### config.mk
export PLATFORM = sky130hd
export DESIGN_NAME = lagrange_interpolation_eval
export DESIGN_NICKNAME = d
export VERILOG_FILES = /design/src/hw/rtl/lie_pkg.sv /design/src/hw/rtl/lie_ctrl.sv /design/src/hw/rtl/lie_dp.sv /design/src/hw/rtl/lagrange_interpolation_eval.sv
export VERILOG_INCLUDE_DIRS = /design/src /design/src/hw/rtl
export SDC_FILE = /design/constraint.sdc
export NUM_CORES = 2
export LEC_CHECK = 0
export ABC_CLOCK_PERIOD_IN_PS = 25100
export BUFFER_PORTS_ARGS = -buffer_cell sky130_fd_sc_hd__buf_2
export CORE_MARGIN = 3
export CORE_UTILIZATION = 40
export CTS_BUF_LIST = sky130_fd_sc_hd__clkbuf_2 sky130_fd_sc_hd__clkbuf_4 sky130_fd_sc_hd__clkbuf_8
export CTS_CLUSTER_SIZE = 25
export DETAILED_ROUTE_END_ITERATION = 8
export PLACE_DENSITY = 0.54
export SETUP_SLACK_MARGIN = 0.02
export SKIP_CTS_REPAIR_TIMING = 1
export SYNTH_ARGS = -nofsm -noshare
export SYNTH_HDL_FRONTEND = slang
export SYNTH_SLANG_ARGS = --single-unit
### constraint.sdc
create_clock -name clk -period 25.1 [get_ports clk]
set_clock_uncertainty 0.05 [all_clocks]
set_input_delay 5.02 -clock clk [delete_from_list [all_inputs] [get_ports clk]]
set_output_delay 5.02 -clock clk [all_outputs]
set_load 0.005 [all_outputs]
### src/hw/rtl/lagrange_interpolation_eval_defines.svh
`ifndef LAGRANGE_INTERPOLATION_EVAL_DEFINES_SVH
`define LAGRANGE_INTERPOLATION_EVAL_DEFINES_SVH

// Same-cycle implication, checked out of reset.
`define LIE_ASSERT_NOW(label, ante, cons, msg) \
  label: assert property (@(posedge clk) disable iff (!rst_n) (ante) |-> (cons)) \
    else $error(msg);

// Next-cycle implication, checked out of reset.
`define LIE_ASSERT_NEXT(label, ante, cons, msg) \
  label: assert property (@(posedge clk) disable iff (!rst_n) (ante) |=> (cons)) \
    else $error(msg);

`endif

### src/hw/rtl/lie_pkg.sv
`timescale 1ns / 1ps
package lie_pkg;

  localparam int MAX_POINTS_DEF = 16;
  localparam int DIV_STEPS      = 49;
  localparam int MUL_STEPS      = 3;
  localparam int ACC_W          = 53;
  localparam logic [46:0] MID_LIM = 47'h7FFF_FFFF_FFFF;
  localparam logic [46:0] FX_ONE  = 47'd65536;

  typedef enum logic [1:0] {
    ST_OK  = 2'd0,
    ST_DUP = 2'd1,
    ST_SAT = 2'd2
  } status_t;

  typedef enum logic {
    KIND_LOAD = 1'b0,
    KIND_EVAL = 1'b1
  } kind_t;

  typedef struct packed {
    logic               kind;
    logic [3:0]         point_index;
    logic signed [31:0] x_value;
    logic signed [31:0] y_value;
  } in_item_t;

  typedef struct packed {
    logic signed [31:0] result_value;
    logic [1:0]         status;
  } out_item_t;

  typedef enum logic {
    SRC_BASIS_FACTOR = 1'b0,
    SRC_Y_BASIS      = 1'b1
  } mul_src_t;

  typedef enum logic [3:0] {
    S_IDLE, S_DUP_I, S_DUP_LI, S_DUP_CMP, S_DUP_J, S_DUP_ERR,
    S_EV_I, S_EV_LI, S_EV_J, S_EV_LJ, S_DIV, S_MUL_ST, S_MUL,
    S_FIN, S_FMUL, S_OUT
  } state_t;

  typedef struct packed {
    logic     wr;
    logic     eval_start;
    logic     lat_i;
    logic     init_basis;
    logic     div_start;
    logic     mul_start;
    mul_src_t mul_src;
    logic     basis_load;
    logic     acc_add;
    logic     out_load;
    logic     out_dup;
  } cmd_t;

  typedef struct packed {
    logic x_eq;
    logic div_busy;
    logic mul_busy;
    logic out_free;
  } sts_t;

endpackage

### src/hw/rtl/lie_ctrl.sv
`timescale 1ns / 1ps
`include "lagrange_interpolation_eval_defines.svh"
module lie_ctrl #(
  parameter int MAX_POINTS = lie_pkg::MAX_POINTS_DEF,
  parameter int AW = $clog2(MAX_POINTS)
) (
  input  logic              clk,
  input  logic              rst_n,
  input  logic              in_valid,
  input  logic              in_kind,
  output logic              in_ready,
  input  logic              cfg_we,
  input  logic [4:0]        cfg_wdata,
  input  lie_pkg::sts_t     sts,
  output lie_pkg::cmd_t     cmd,
  output logic [AW-1:0]     rd_addr
);
  import lie_pkg::*;

  localparam int CW = $clog2(MAX_POINTS + 1);

  state_t        state_r, state_nxt;
  logic [CW-1:0] i_r, i_nxt, j_r, j_nxt, n_eff;
  logic [4:0]    pc_r;
  logic          eval_acc;

  always_ff @(posedge clk) begin
    if (!rst_n) begin
      pc_r <= 5'd1;
    end else if (cfg_we) begin
      pc_r <= cfg_wdata;
    end
  end

  // Clamp the count into 1..MAX_POINTS.
  always_comb begin
    if (pc_r == 5'd0) begin
      n_eff = CW'(1);
    end else if (32'(pc_r) > MAX_POINTS) begin
      n_eff = CW'(MAX_POINTS);
    end else begin
      n_eff = CW'(pc_r);
    end
  end

  assign eval_acc = (state_r == S_IDLE) && in_valid && (in_kind == KIND_EVAL);

  always_ff @(posedge clk) begin
    if (!rst_n) begin
      state_r <= S_IDLE;
      i_r     <= '0;
      j_r     <= '0;
    end else begin
      state_r <= state_nxt;
      i_r     <= i_nxt;
      j_r     <= j_nxt;
    end
  end

  always_comb begin
    state_nxt = state_r;
    i_nxt     = i_r;
    j_nxt     = j_r;
    case (state_r)
      S_IDLE: begin
        if (eval_acc) begin
          i_nxt = '0;
          j_nxt = CW'(1);
          state_nxt = (n_eff == CW'(1)) ? S_EV_I : S_DUP_I;
        end
      end
      S_DUP_I:  state_nxt = S_DUP_LI;
      S_DUP_LI: state_nxt = S_DUP_CMP;
      S_DUP_J:  state_nxt = S_DUP_CMP;
      S_DUP_CMP: begin
        if (sts.x_eq) begin
          state_nxt = S_DUP_ERR;
        end else if ({1'b0, j_r} + 1'b1 < {1'b0, n_eff}) begin
          j_nxt = j_r + 1'b1;
          state_nxt = S_DUP_J;
        end else if ({1'b0, i_r} + 2'd2 < {1'b0, n_eff}) begin
          i_nxt = i_r + 1'b1;
          j_nxt = i_r + CW'(2);
          state_nxt = S_DUP_I;
        end else begin
          i_nxt = '0;
          state_nxt = S_EV_I;
        end
      end
      S_DUP_ERR: if (sts.out_free) state_nxt = S_IDLE;
      S_EV_I: begin
        j_nxt = '0;
        state_nxt = S_EV_LI;
      end
      S_EV_LI: state_nxt = S_EV_J;
      S_EV_J: begin
        if (j_r >= n_eff) begin
          state_nxt = S_FIN;
        end else if (j_r == i_r) begin
          j_nxt = j_r + 1'b1;
        end else begin
          state_nxt = S_EV_LJ;
        end
      end
      S_EV_LJ:  state_nxt = S_DIV;
      S_DIV:    if (!sts.div_busy) state_nxt = S_MUL_ST;
      S_MUL_ST: state_nxt = S_MUL;
      S_MUL: begin
        if (!sts.mul_busy) begin
          j_nxt = j_r + 1'b1;
          state_nxt = S_EV_J;
        end
      end
      S_FIN: state_nxt = S_FMUL;
      S_FMUL: begin
        if (!sts.mul_busy) begin
          if ({1'b0, i_r} + 1'b1 < {1'b0, n_eff}) begin
            i_nxt = i_r + 1'b1;
            state_nxt = S_EV_I;
          end else begin
            state_nxt = S_OUT;
          end
        end
      end
      S_OUT: if (sts.out_free) state_nxt = S_IDLE;
      default: state_nxt = S_IDLE;
    endcase
  end

  always_comb begin
    cmd      = '0;
    rd_addr  = i_r[AW-1:0];
    in_ready = 1'b0;
    case (state_r)
      S_IDLE: begin
        in_ready       = 1'b1;
        cmd.wr         = in_valid && (in_kind == KIND_LOAD);
        cmd.eval_start = eval_acc;
      end
      S_DUP_I: rd_addr = i_r[AW-1:0];
      S_DUP_LI: begin
        rd_addr   = j_r[AW-1:0];
        cmd.lat_i = 1'b1;
      end
      S_DUP_J:   rd_addr = j_r[AW-1:0];
      S_DUP_CMP: rd_addr = j_r[AW-1:0];
      S_DUP_ERR: cmd.out_dup = sts.out_free;
      S_EV_I:    cmd.init_basis = 1'b1;
      S_EV_LI:   cmd.lat_i = 1'b1;
      S_EV_J:    rd_addr = j_r[AW-1:0];
      S_EV_LJ:   cmd.div_start = 1'b1;
      S_DIV:     cmd = '0;
      S_MUL_ST: begin
        cmd.mul_start = 1'b1;
        cmd.mul_src   = SRC_BASIS_FACTOR;
      end
      S_MUL:     cmd.basis_load = !sts.mul_busy;
      S_FIN: begin
        cmd.mul_start = 1'b1;
        cmd.mul_src   = SRC_Y_BASIS;
      end
      S_FMUL:    cmd.acc_add = !sts.mul_busy;
      S_OUT:     cmd.out_load = sts.out_free;
      default:   cmd = '0;
    endcase
  end

  `LIE_ASSERT_NEXT(a_div_runs, cmd.div_start, sts.div_busy, "divider did not start")
  `LIE_ASSERT_NEXT(a_mul_runs, cmd.mul_start, sts.mul_busy, "multiplier did not start")
  `LIE_ASSERT_NOW(a_out_free, cmd.out_load || cmd.out_dup, sts.out_free, "result overwritten")
  `LIE_ASSERT_NEXT(a_eval_leaves_idle, eval_acc, state_r != S_IDLE, "evaluation not started")

endmodule

### src/hw/rtl/lie_dp.sv
`timescale 1ns / 1ps
module lie_dp #(
  parameter int MAX_POINTS = lie_pkg::MAX_POINTS_DEF,
  parameter int AW = $clog2(MAX_POINTS)
) (
  input  logic                clk,
  input  logic                rst_n,
  input  lie_pkg::in_item_t   in_data,
  input  lie_pkg::cmd_t       cmd,
  input  logic [AW-1:0]       rd_addr,
  output lie_pkg::sts_t       sts,
  output logic                out_valid,
  input  logic                out_ready,
  output lie_pkg::out_item_t  out_data
);
  import lie_pkg::*;

  logic [63:0]        mem [MAX_POINTS];
  logic [63:0]        rd_q_r;
  logic signed [31:0] rd_x, rd_y, x_eval_r, xi_r, yi_r;
  logic signed [32:0] num, den;
  logic [32:0]        md_r;
  logic [33:0]        rem_r, rem_t;
  logic [48:0]        dvd_r;
  logic [5:0]         dcnt_r;
  logic               div_busy_r, div_neg_r, div_sat;
  logic [46:0]        factor_mag;
  logic [47:0]        ma_r, mb_r;
  logic [95:0]        prod_r;
  logic [63:0]        pp;
  logic [1:0]         mk_r;
  logic               mul_busy_r, mul_neg_r, mul_sat;
  logic [46:0]        mul_mag;
  logic [46:0]        basis_mag_r;
  logic               basis_neg_r, sat_r;
  logic signed [ACC_W-1:0] acc_r, term;
  logic [32:0]        y_mag;
  logic               out_valid_r;
  out_item_t          out_data_r;

  assign rd_x = rd_q_r[63:32];
  assign rd_y = rd_q_r[31:0];

  // Node store: one write port, one registered read port.
  always_ff @(posedge clk) begin
    if (cmd.wr && (32'(in_data.point_index) < MAX_POINTS)) begin
      mem[AW'(in_data.point_index)] <= {in_data.x_value, in_data.y_value};
    end
    rd_q_r <= mem[rd_addr];
  end

  always_ff @(posedge clk) begin
    if (cmd.eval_start) x_eval_r <= in_data.x_value;
    if (cmd.lat_i) begin
      xi_r <= rd_x;
      yi_r <= rd_y;
    end
  end

  // Restoring divider, one quotient bit per cycle.
  assign num   = 33'(x_eval_r) - 33'(rd_x);
  assign den   = 33'(xi_r) - 33'(rd_x);
  assign rem_t = {rem_r[32:0], dvd_r[48]};

  always_ff @(posedge clk) begin
    if (!rst_n) begin
      div_busy_r <= 1'b0;
    end else if (cmd.div_start) begin
      div_busy_r <= 1'b1;
    end else if (div_busy_r && dcnt_r == 6'(DIV_STEPS - 1)) begin
      div_busy_r <= 1'b0;
    end
  end

  always_ff @(posedge clk) begin
    if (cmd.div_start) begin
      dvd_r     <= {(num[32] ? 33'(-num) : 33'(num)), 16'd0};
      md_r      <= den[32] ? 33'(-den) : 33'(den);
      div_neg_r <= num[32] ^ den[32];
      rem_r     <= '0;
      dcnt_r    <= '0;
    end else if (div_busy_r) begin
      dcnt_r <= dcnt_r + 1'b1;
      if (rem_t >= {1'b0, md_r}) begin
        rem_r <= rem_t - {1'b0, md_r};
        dvd_r <= {dvd_r[47:0], 1'b1};
      end else begin
        rem_r <= rem_t;
        dvd_r <= {dvd_r[47:0], 1'b0};
      end
    end
  end

  assign div_sat    = dvd_r[48] | dvd_r[47];
  assign factor_mag = div_sat ? MID_LIM : dvd_r[46:0];
  assign y_mag      = yi_r[31] ? 33'(-33'(yi_r)) : 33'(yi_r);

  // Multiplier: 48 x 16 partial product per cycle.
  assign pp = ma_r * mb_r[16*mk_r +: 16];

  always_ff @(posedge clk) begin
    if (!rst_n) begin
      mul_busy_r <= 1'b0;
    end else if (cmd.mul_start) begin
      mul_busy_r <= 1'b1;
    end else if (mul_busy_r && mk_r == 2'(MUL_STEPS - 1)) begin
      mul_busy_r <= 1'b0;
    end
  end

  always_ff @(posedge clk) begin
    if (cmd.mul_start) begin
      prod_r <= '0;
      mk_r   <= '0;
      if (cmd.mul_src == SRC_BASIS_FACTOR) begin
        ma_r      <= {1'b0, basis_mag_r};
        mb_r      <= {1'b0, factor_mag};
        mul_neg_r <= basis_neg_r ^ div_neg_r;
      end else begin
        ma_r      <= 48'(y_mag);
        mb_r      <= {1'b0, basis_mag_r};
        mul_neg_r <= yi_r[31] ^ basis_neg_r;
      end
    end else if (mul_busy_r) begin
      prod_r <= prod_r + ({32'd0, pp} << (16 * mk_r));
      mk_r   <= mk_r + 1'b1;
    end
  end

  assign mul_sat = |prod_r[95:63];
  assign mul_mag = mul_sat ? MID_LIM : prod_r[62:16];
  assign term    = mul_neg_r ? -ACC_W'(mul_mag) : ACC_W'(mul_mag);

  always_ff @(posedge clk) begin
    if (cmd.init_basis) begin
      basis_mag_r <= FX_ONE;
      basis_neg_r <= 1'b0;
    end else if (cmd.basis_load) begin
      basis_mag_r <= mul_mag;
      basis_neg_r <= mul_neg_r;
    end
  end

  always_ff @(posedge clk) begin
    if (cmd.eval_start) begin
      acc_r <= '0;
      sat_r <= 1'b0;
    end else begin
      if (cmd.mul_start && cmd.mul_src == SRC_BASIS_FACTOR && div_sat) sat_r <= 1'b1;
      if (cmd.basis_load && mul_sat) sat_r <= 1'b1;
      if (cmd.acc_add) begin
        acc_r <= acc_r + term;
        if (mul_sat) sat_r <= 1'b1;
      end
    end
  end

  // Result register.
  always_ff @(posedge clk) begin
    if (!rst_n) begin
      out_valid_r <= 1'b0;
    end else if (cmd.out_load || cmd.out_dup) begin
      out_valid_r <= 1'b1;
    end else if (out_ready) begin
      out_valid_r <= 1'b0;
    end
  end

  always_ff @(posedge clk) begin
    if (cmd.out_dup) begin
      out_data_r.result_value <= '0;
      out_data_r.status       <= ST_DUP;
    end else if (cmd.out_load) begin
      if (acc_r > ACC_W'(32'sh7FFF_FFFF)) begin
        out_data_r.result_value <= 32'sh7FFF_FFFF;
        out_data_r.status       <= ST_SAT;
      end else if (acc_r < -ACC_W'(64'sh8000_0000)) begin
        out_data_r.result_value <= 32'sh8000_0000;
        out_data_r.status       <= ST_SAT;
      end else begin
        out_data_r.result_value <= acc_r[31:0];
        out_data_r.status       <= sat_r ? ST_SAT : ST_OK;
      end
    end
  end

  assign out_valid    = out_valid_r;
  assign out_data     = out_data_r;
  assign sts.x_eq     = (rd_x == xi_r);
  assign sts.div_busy = div_busy_r;
  assign sts.mul_busy = mul_busy_r;
  assign sts.out_free = !out_valid_r || out_ready;

endmodule

### src/hw/rtl/lagrange_interpolation_eval.sv
// Evaluation: the sequencer runs the 49-step bit-serial divider and the 3-step multiplier
//   once per ordered node pair, and the multiplier once more per node.
// Throughput: one evaluation at a time; loads are taken every cycle while idle.
// Reset (rst_n, synchronous, active low): point_count returns to 1, control idles,
//   output empties; the node store is not cleared.
`timescale 1ns / 1ps
module lagrange_interpolation_eval #(
  parameter int MAX_POINTS = lie_pkg::MAX_POINTS_DEF
) (
  input  logic               clk,
  input  logic               rst_n,
  input  logic               in_valid,
  output logic               in_ready,
  input  lie_pkg::in_item_t  in_data,
  output logic               out_valid,
  input  logic               out_ready,
  output lie_pkg::out_item_t out_data,
  input  logic               cfg_we,
  input  logic [4:0]         cfg_wdata
);
  import lie_pkg::*;

  localparam int AW = $clog2(MAX_POINTS);

  // Command and status between sequencer and datapath.
  cmd_t          cmd;
  sts_t          sts;
  logic [AW-1:0] rd_addr;

  // Sequencer: duplicate scan over node pairs, then per-node basis products
  // and accumulation; holds the point count register.
  lie_ctrl #(
    .MAX_POINTS(MAX_POINTS),
    .AW(AW)
  ) u_ctrl (
    .clk(clk),
    .rst_n(rst_n),
    .in_valid(in_valid),
    .in_kind(in_data.kind),
    .in_ready(in_ready),
    .cfg_we(cfg_we),
    .cfg_wdata(cfg_wdata),
    .sts(sts),
    .cmd(cmd),
    .rd_addr(rd_addr)
  );

  // Datapath: node store, divider, multiplier, accumulator, result register.
  // The result register lets a new load transaction in while a result waits.
  lie_dp #(
    .MAX_POINTS(MAX_POINTS),
    .AW(AW)
  ) u_dp (
    .clk(clk),
    .rst_n(rst_n),
    .in_data(in_data),
    .cmd(cmd),
    .rd_addr(rd_addr),
    .sts(sts),
    .out_valid(out_valid),
    .out_ready(out_ready),
    .out_data(out_data)
  );

endmodule
# Word level (Yosys, flattened, before mapping)
# Memory sizes are Yosys's and may differ from the RTL's. A register that Yosys moved wholly into a read port is not among the register bits.
# Index checks and enable logic that the tools add are counted.
[word_totals]
reg_bits = 571
latch_bits = 0
ramBits = 1024
mem_bits_ro = 0
out_inout_bits = 36
word_cells = 193
n_memories = 1
[op_classes]
add_sub_neg = 17
n_mul = 1
div = 0
magnitude_cmp = 8
n_eq_ne = 32
shift = 2
mux = 69
bitwise = 6
n_reduce_logical = 28
[memory_table]
columns = ["memory", "words", "width", "read_ports", "rd_ports_with_merged_regs", "wr", "line_no", "source"]
rows = [
  ["u_dp.mem", 16, 64, 1, 1, 1, "lie_dp.sv:18", "logic [63:0] mem [MAX_POINTS];"],
]
[ops]
columns = ["operator", "count"]
rows = [
  ["$mux 47", 3],
  ["$mux 33", 4],
  ["$mux 49", 2],
  ["$add 96x96->96", 1],
  ["$shl 64x6->96", 1],
  ["$mux 5", 15],
  ["$mux 34", 2],
  ["$neg 33->33", 2],
  ["$sub 32x32->33", 2],
  ["$mul 48x16->64", 1],
  ["$pmux 4 s14", 1],
  ["$add 53x53->53", 1],
  ["$gt 53x32->1 const B", 1],
  ["$lt 53x32->1 const B", 1],
  ["$mux 53", 1],
  ["$neg 47->53", 1],
  ["$shiftx 48x7->16", 1],
  ["$mux 4", 11],
  ["$ge 34x33->1", 1],
  ["$neg 32->33", 1],
  ["$reduce_or 33->1", 1],
  ["$sub 33x33->33", 1],
  ["$eq 32x32->1", 1],
  ["$eq 4x4->1 const B", 8],
  ["42 further kinds", 99],
]

# Longest topological paths before layout
[depth]
ltp_word = 9
ltp_mapped = 50
depth_no_buf = 45

# Cells and area by module
# A second synthesis with hierarchy kept.
[unflattened]
hier_cells = 9059
area_unflattened_um2 = 103440.5
[by_module_without_submodules]
columns = ["mod", "n_inst", "cells_per_inst", "area_each_um2"]
rows = [
  ["lie_dp", 1, 8803, 101330.9],
  ["lie_ctrl", 1, 256, 2109.5],
]

# Worst setup path before layout
# OpenSTA, ideal clock, no wires.
[synth_timing]
path_kind = "reg-to-reg"
startpoint = "register u_dp.mk_r[1]"
endpoint = "register u_dp.prod_r[95]"
arrival_ns = 11.137
required_ns = 24.980
setup_slack_ns = 13.843
stages_incl_launch_ff = 48
n_path_buf = 7
synth_period_minus_slack_ns = 11.257
path_cell_list = "dfxtp_1 > clkbuf_1 > clkbuf_1 > buf_1 > mux2i_1 > o21ai_0 > clkbuf_1 > clkbuf_1 > nand2_1 > fa_1 > inv_1 > fa_1 > fa_1 > fa_1 > fa_1 > inv_1 > fa_1 > inv_1 > (+12 left out) > xnor2_1 > nor2_1 > a211o_1 > ha_1 > clkbuf_1 > nand4_1 > nor2_1 > and2_1 > nand2_1 > a211oi_1 > o311ai_1 > o31ai_1 > a41oi_1 > o21ai_1 > a41oi_1 > nor3b_1 > or4_1 > a21oi_1"
[synth_via]
elab_chain_cells = 4
[synth_rtl]
columns = ["element", "line_no", "source"]
rows = [
  ["start: declaration", "lie_dp.sv:31", "logic [1:0] mk_r;"],
  ["start signal: assignment", "lie_dp.sv:126", "mk_r <= mk_r + 1'b1;"],
  ["$shiftx 48x7->16", "lie_dp.sv:99", "assign pp = ma_r * mb_r[16*mk_r +: 16];"],
  ["$mul 48x16->64", "lie_dp.sv:99", ""],
  ["$shl 64x6->96 (*)", "lie_dp.sv:125", "prod_r <= prod_r + ({32'd0, pp} << (16 * mk_r));"],
  ["$add 96x96->96 (*)", "lie_dp.sv:125", ""],
  ["end signal: assignment", "lie_dp.sv:125", ""],
  ["end: declaration", "lie_dp.sv:29", "logic [95:0] prod_r;"],
]
# Every way passes the cells marked *; elsewhere a longest branch is shown, timed or not.
# A chain may end at the register's enable or synchronous reset.

# Worst setup path in the final report
[layout_timing]
startpoint = "register u_dp.mk_r[0]"
endpoint = "register u_dp.prod_r[95]"
# The elaborated chain is that of the path after synthesis.

==> impl_metrics.env <==
export IMPL_grt_use_total_pct=22.8
export IMPL_num_vias=73000
export IMPL_fmax_ghz=0.0730
export IMPL_cap_violations=0
export IMPL_synthMuxAreaShare_pct=7.77
export IMPL_globalplace_congestion=0.934
export IMPL_relSlewSlack_pct=6.61
export IMPL_startpoint="u_dp.mk_r[0]"
export IMPL_timing_rr_start="u_dp.mk_r[0]"
export IMPL_synth_seq_cells=1657
export IMPL_synth_compound_area_share_pct=11.0
export IMPL_dpl_cell_area_um2=109000
export IMPL_die_area_um2=267000
export IMPL_slew_violations=0
export IMPL_critPathMaxStageDelay_ns=0.66
export IMPL_worstHoldPathType="reg -> reg"
export IMPL_routed_wl_um=305000
export IMPL_drive_above_1_share_pct=11.1
export IMPL_area_delta_synth_final_pct=9.80
export IMPL_antenna_found_initial=30
export IMPL_crit_top_cell="fa_1"
export IMPL_start_kind="flop"
export IMPL_synth_warnings=0
export IMPL_worstMarginPinSlew_ns=1.39
export IMPL_min_period_over_period_pct=54.6
export IMPL_setup_violations=0
export IMPL_wl_per_cell_um=23.2
export IMPL_ant_nets=0
export IMPL_yosys_area_share_simple_pct=11.9
export IMPL_fin_tns_setup_ns=0
export IMPL_stdcell_count=13100
export IMPL_fin_crit_ns=13.70
export IMPL_cts_htree_levels=5
export IMPL_core_area_um2=260000
export IMPL_die_w_um=517
export IMPL_hold_violations=0
export IMPL_drtIter0Drc=5557
export IMPL_synth_edff_count=1282
export IMPL_synth_cell_types=95
export IMPL_final_nets=10600
export IMPL_rsz0062_at_grt="no"
export IMPL_clock_root_buffer="clkbuf_8"
export IMPL_grt_start_max_net_pins=119
export IMPL_clk_pin_slew_ns=0.06
export IMPL_synth_fp_nets=10600
export IMPL_cts_sinks=1657
export IMPL_dr_pass1_iters=6
export IMPL_rows=187
export IMPL_yosysSeqAreaShare_pct=44.0
export IMPL_fin_area_um2=115000
export IMPL_dp_cells=12600
export IMPL_crit_arrival_ns=14.59
export IMPL_avgSynthCellArea_um2=11.0
export IMPL_grt_pass1_vias=74700
export IMPL_critPathRequiredTime_ns=25.99
export IMPL_vias_per_cell=5.56
export IMPL_netlist_instances=9486
export IMPL_grt_ovfl_total=0
export IMPL_grt_pass1_wl_um=466000
export IMPL_cts_path_max_buffers=4
export IMPL_crit_type="reg -> reg"
export IMPL_drc=0
export IMPL_die_h_um=517
export IMPL_io_pins=115
export IMPL_synth_main_ff_cell="edfxtp_1"
export IMPL_outcome="completed"
export IMPL_hold_path_startpoint="u_dp.rd_q_r[19]"
export IMPL_hpwl_um=212000
export IMPL_synthArstFlopShare_pct=0
export IMPL_clkLatencyLatePin_ns=1.03
export IMPL_worst_slack_ns=11.40
export IMPL_syn_cell_area_um2=104000
export IMPL_tritoncts="built"
export IMPL_initial_core_util_pct=40.2
export IMPL_cp_end_kind="flop"
export IMPL_place_ws_ns=11.51
export IMPL_crit_family="compound AO/OA/AOI/OAI gates"
export IMPL_port_buffers=114
export IMPL_synthAdderAreaFrac_pct=17.1
export IMPL_cp_buffers_inverters=7
export IMPL_cp_max_fo=42
export IMPL_cts_buffers=299
export IMPL_synth_xor_area_share_pct=3.15
export IMPL_synth_top_family_by_area="adder cells"
export IMPL_cp_slowest_cell="dfxtp_4"
## worst paths after layout
path                            slack, ns  cells after the start               to
worst min-delay path                 0.35                      0    u_dp.yi_r[19]
worst max register to register      11.40                     43  u_dp.prod_r[95]
worst max-delay path                11.40                     43  u_dp.prod_r[95]
worst min register to register       0.35                      0    u_dp.yi_r[19]
## cell usage in the layout (no fill, tap or decap), types with 118 or more instances in the layout
| master | synthesis | final |
|---|---|---|
| dfxtp_1 | 375 | 371 |
| fa_1 | 634 | 634 |
| nor2_1 | 619 | 604 |
| mux2i_1 | 225 | 225 |
| mux4_2 | 258 | 258 |
| and2_1 | 296 | 296 |
| o21ai_0 | 381 | 362 |
| a21o_1 | 181 | 181 |
| inv_1 | 917 | 916 |
| clkbuf_8 | 0 | 340 |
| nand2_1 | 1010 | 1008 |
| nand3_1 | 133 | 133 |
| clkbuf_4 | 0 | 118 |
| xor2_1 | 152 | 152 |
| ha_1 | 411 | 411 |
| edfxtp_1 | 1282 | 1282 |
| xnor2_1 | 224 | 224 |
| nor2b_1 | 121 | 121 |
| a21oi_1 | 637 | 636 |
| a211oi_1 | 157 | 157 |
## per-layer routing
layer | global-route usage (%) | share of wire (%) | vias up
met3 | 3.52 | 5.5 | 475
met1 | 30.9 | 44 | 37000
li1 | - | - | 33400
met4 | 5.92 | 2.6 | 22
met5 | 0 | 0.051 | -
met2 | 38.1 | 48 | 2059
## cells by family (layout without fill, tap and decap cells)
| logic type | after synthesis | in the layout |
|---|---|---|
| AND/OR/NAND/NOR | 2654 | 2654 |
| AO/OA/AOI/OAI | 1841 | 1841 |
| flip-flops | 1657 | 1657 |
| buffers and inverters | 1425 | 1659 |
| adder cells (fa/ha/maj) | 1045 | 1045 |
| multiplexers | 488 | 488 |
| XOR/XNOR | 376 | 376 |
| other | 0 | 15 |
## state kept, by name (all words and copies together) (netlist names), 6 cells and up
register / flops
u_dp.xi_r: 32
u_dp.basis_mag_r: 47
u_dp.prod_r: 96
u_dp.rem_r: 33
u_dp.yi_r: 32
u_dp.out_data: 34
u_dp.dcnt_r: 6
u_dp.rd_q_r: 64
u_dp.acc_r: 53
u_dp.ma_r: 47
u_dp.mb_r: 47
u_dp.dvd_r: 49
u_dp.mem: 1024
u_dp.md_r: 33
u_dp.x_eval_r: 32
## layout make-up
cell class	instances	area [µm²]
antenna	15	37.5
clock buffer	458	5570
clock inverter	58	445
fill	24300	145000
inverter	923	3470
multi-input combinational	6404	53500
sequential	1657	46000
tap	3402	4260
timing repair buffer	220	1420
## synth_stat cells (224+ instances only)
cell      instances  area, µm²
xnor2_1         224       1960
dfxtp_1         375       7510
edfxtp_1       1282      38500
inv_1           917       3440
mux2i_1         225       2250
and2_1          296       1850
ha_1            411       5140
fa_1            634      12700
nor2_1          619       2320
a21oi_1         637       3190
mux4_2          258       5810
clkbuf_1        436       1640
o21ai_0         381       1910
nand2_1        1010       3790
## metrics by stage
stage	hold WS (ns)	utilization, %
6_report	0.350	44.2
2_1_floorplan	0.336	-
5_1_grt	0.355	44.2
3_5_place_dp	0.339	41.8
3_3_place_gp	0.336	41.8
4_1_cts	0.352	44.2
Power is left out: the tool's default activity adds up to more than one toggle a clock period on the data nets, which glitch-free logic cannot reach.
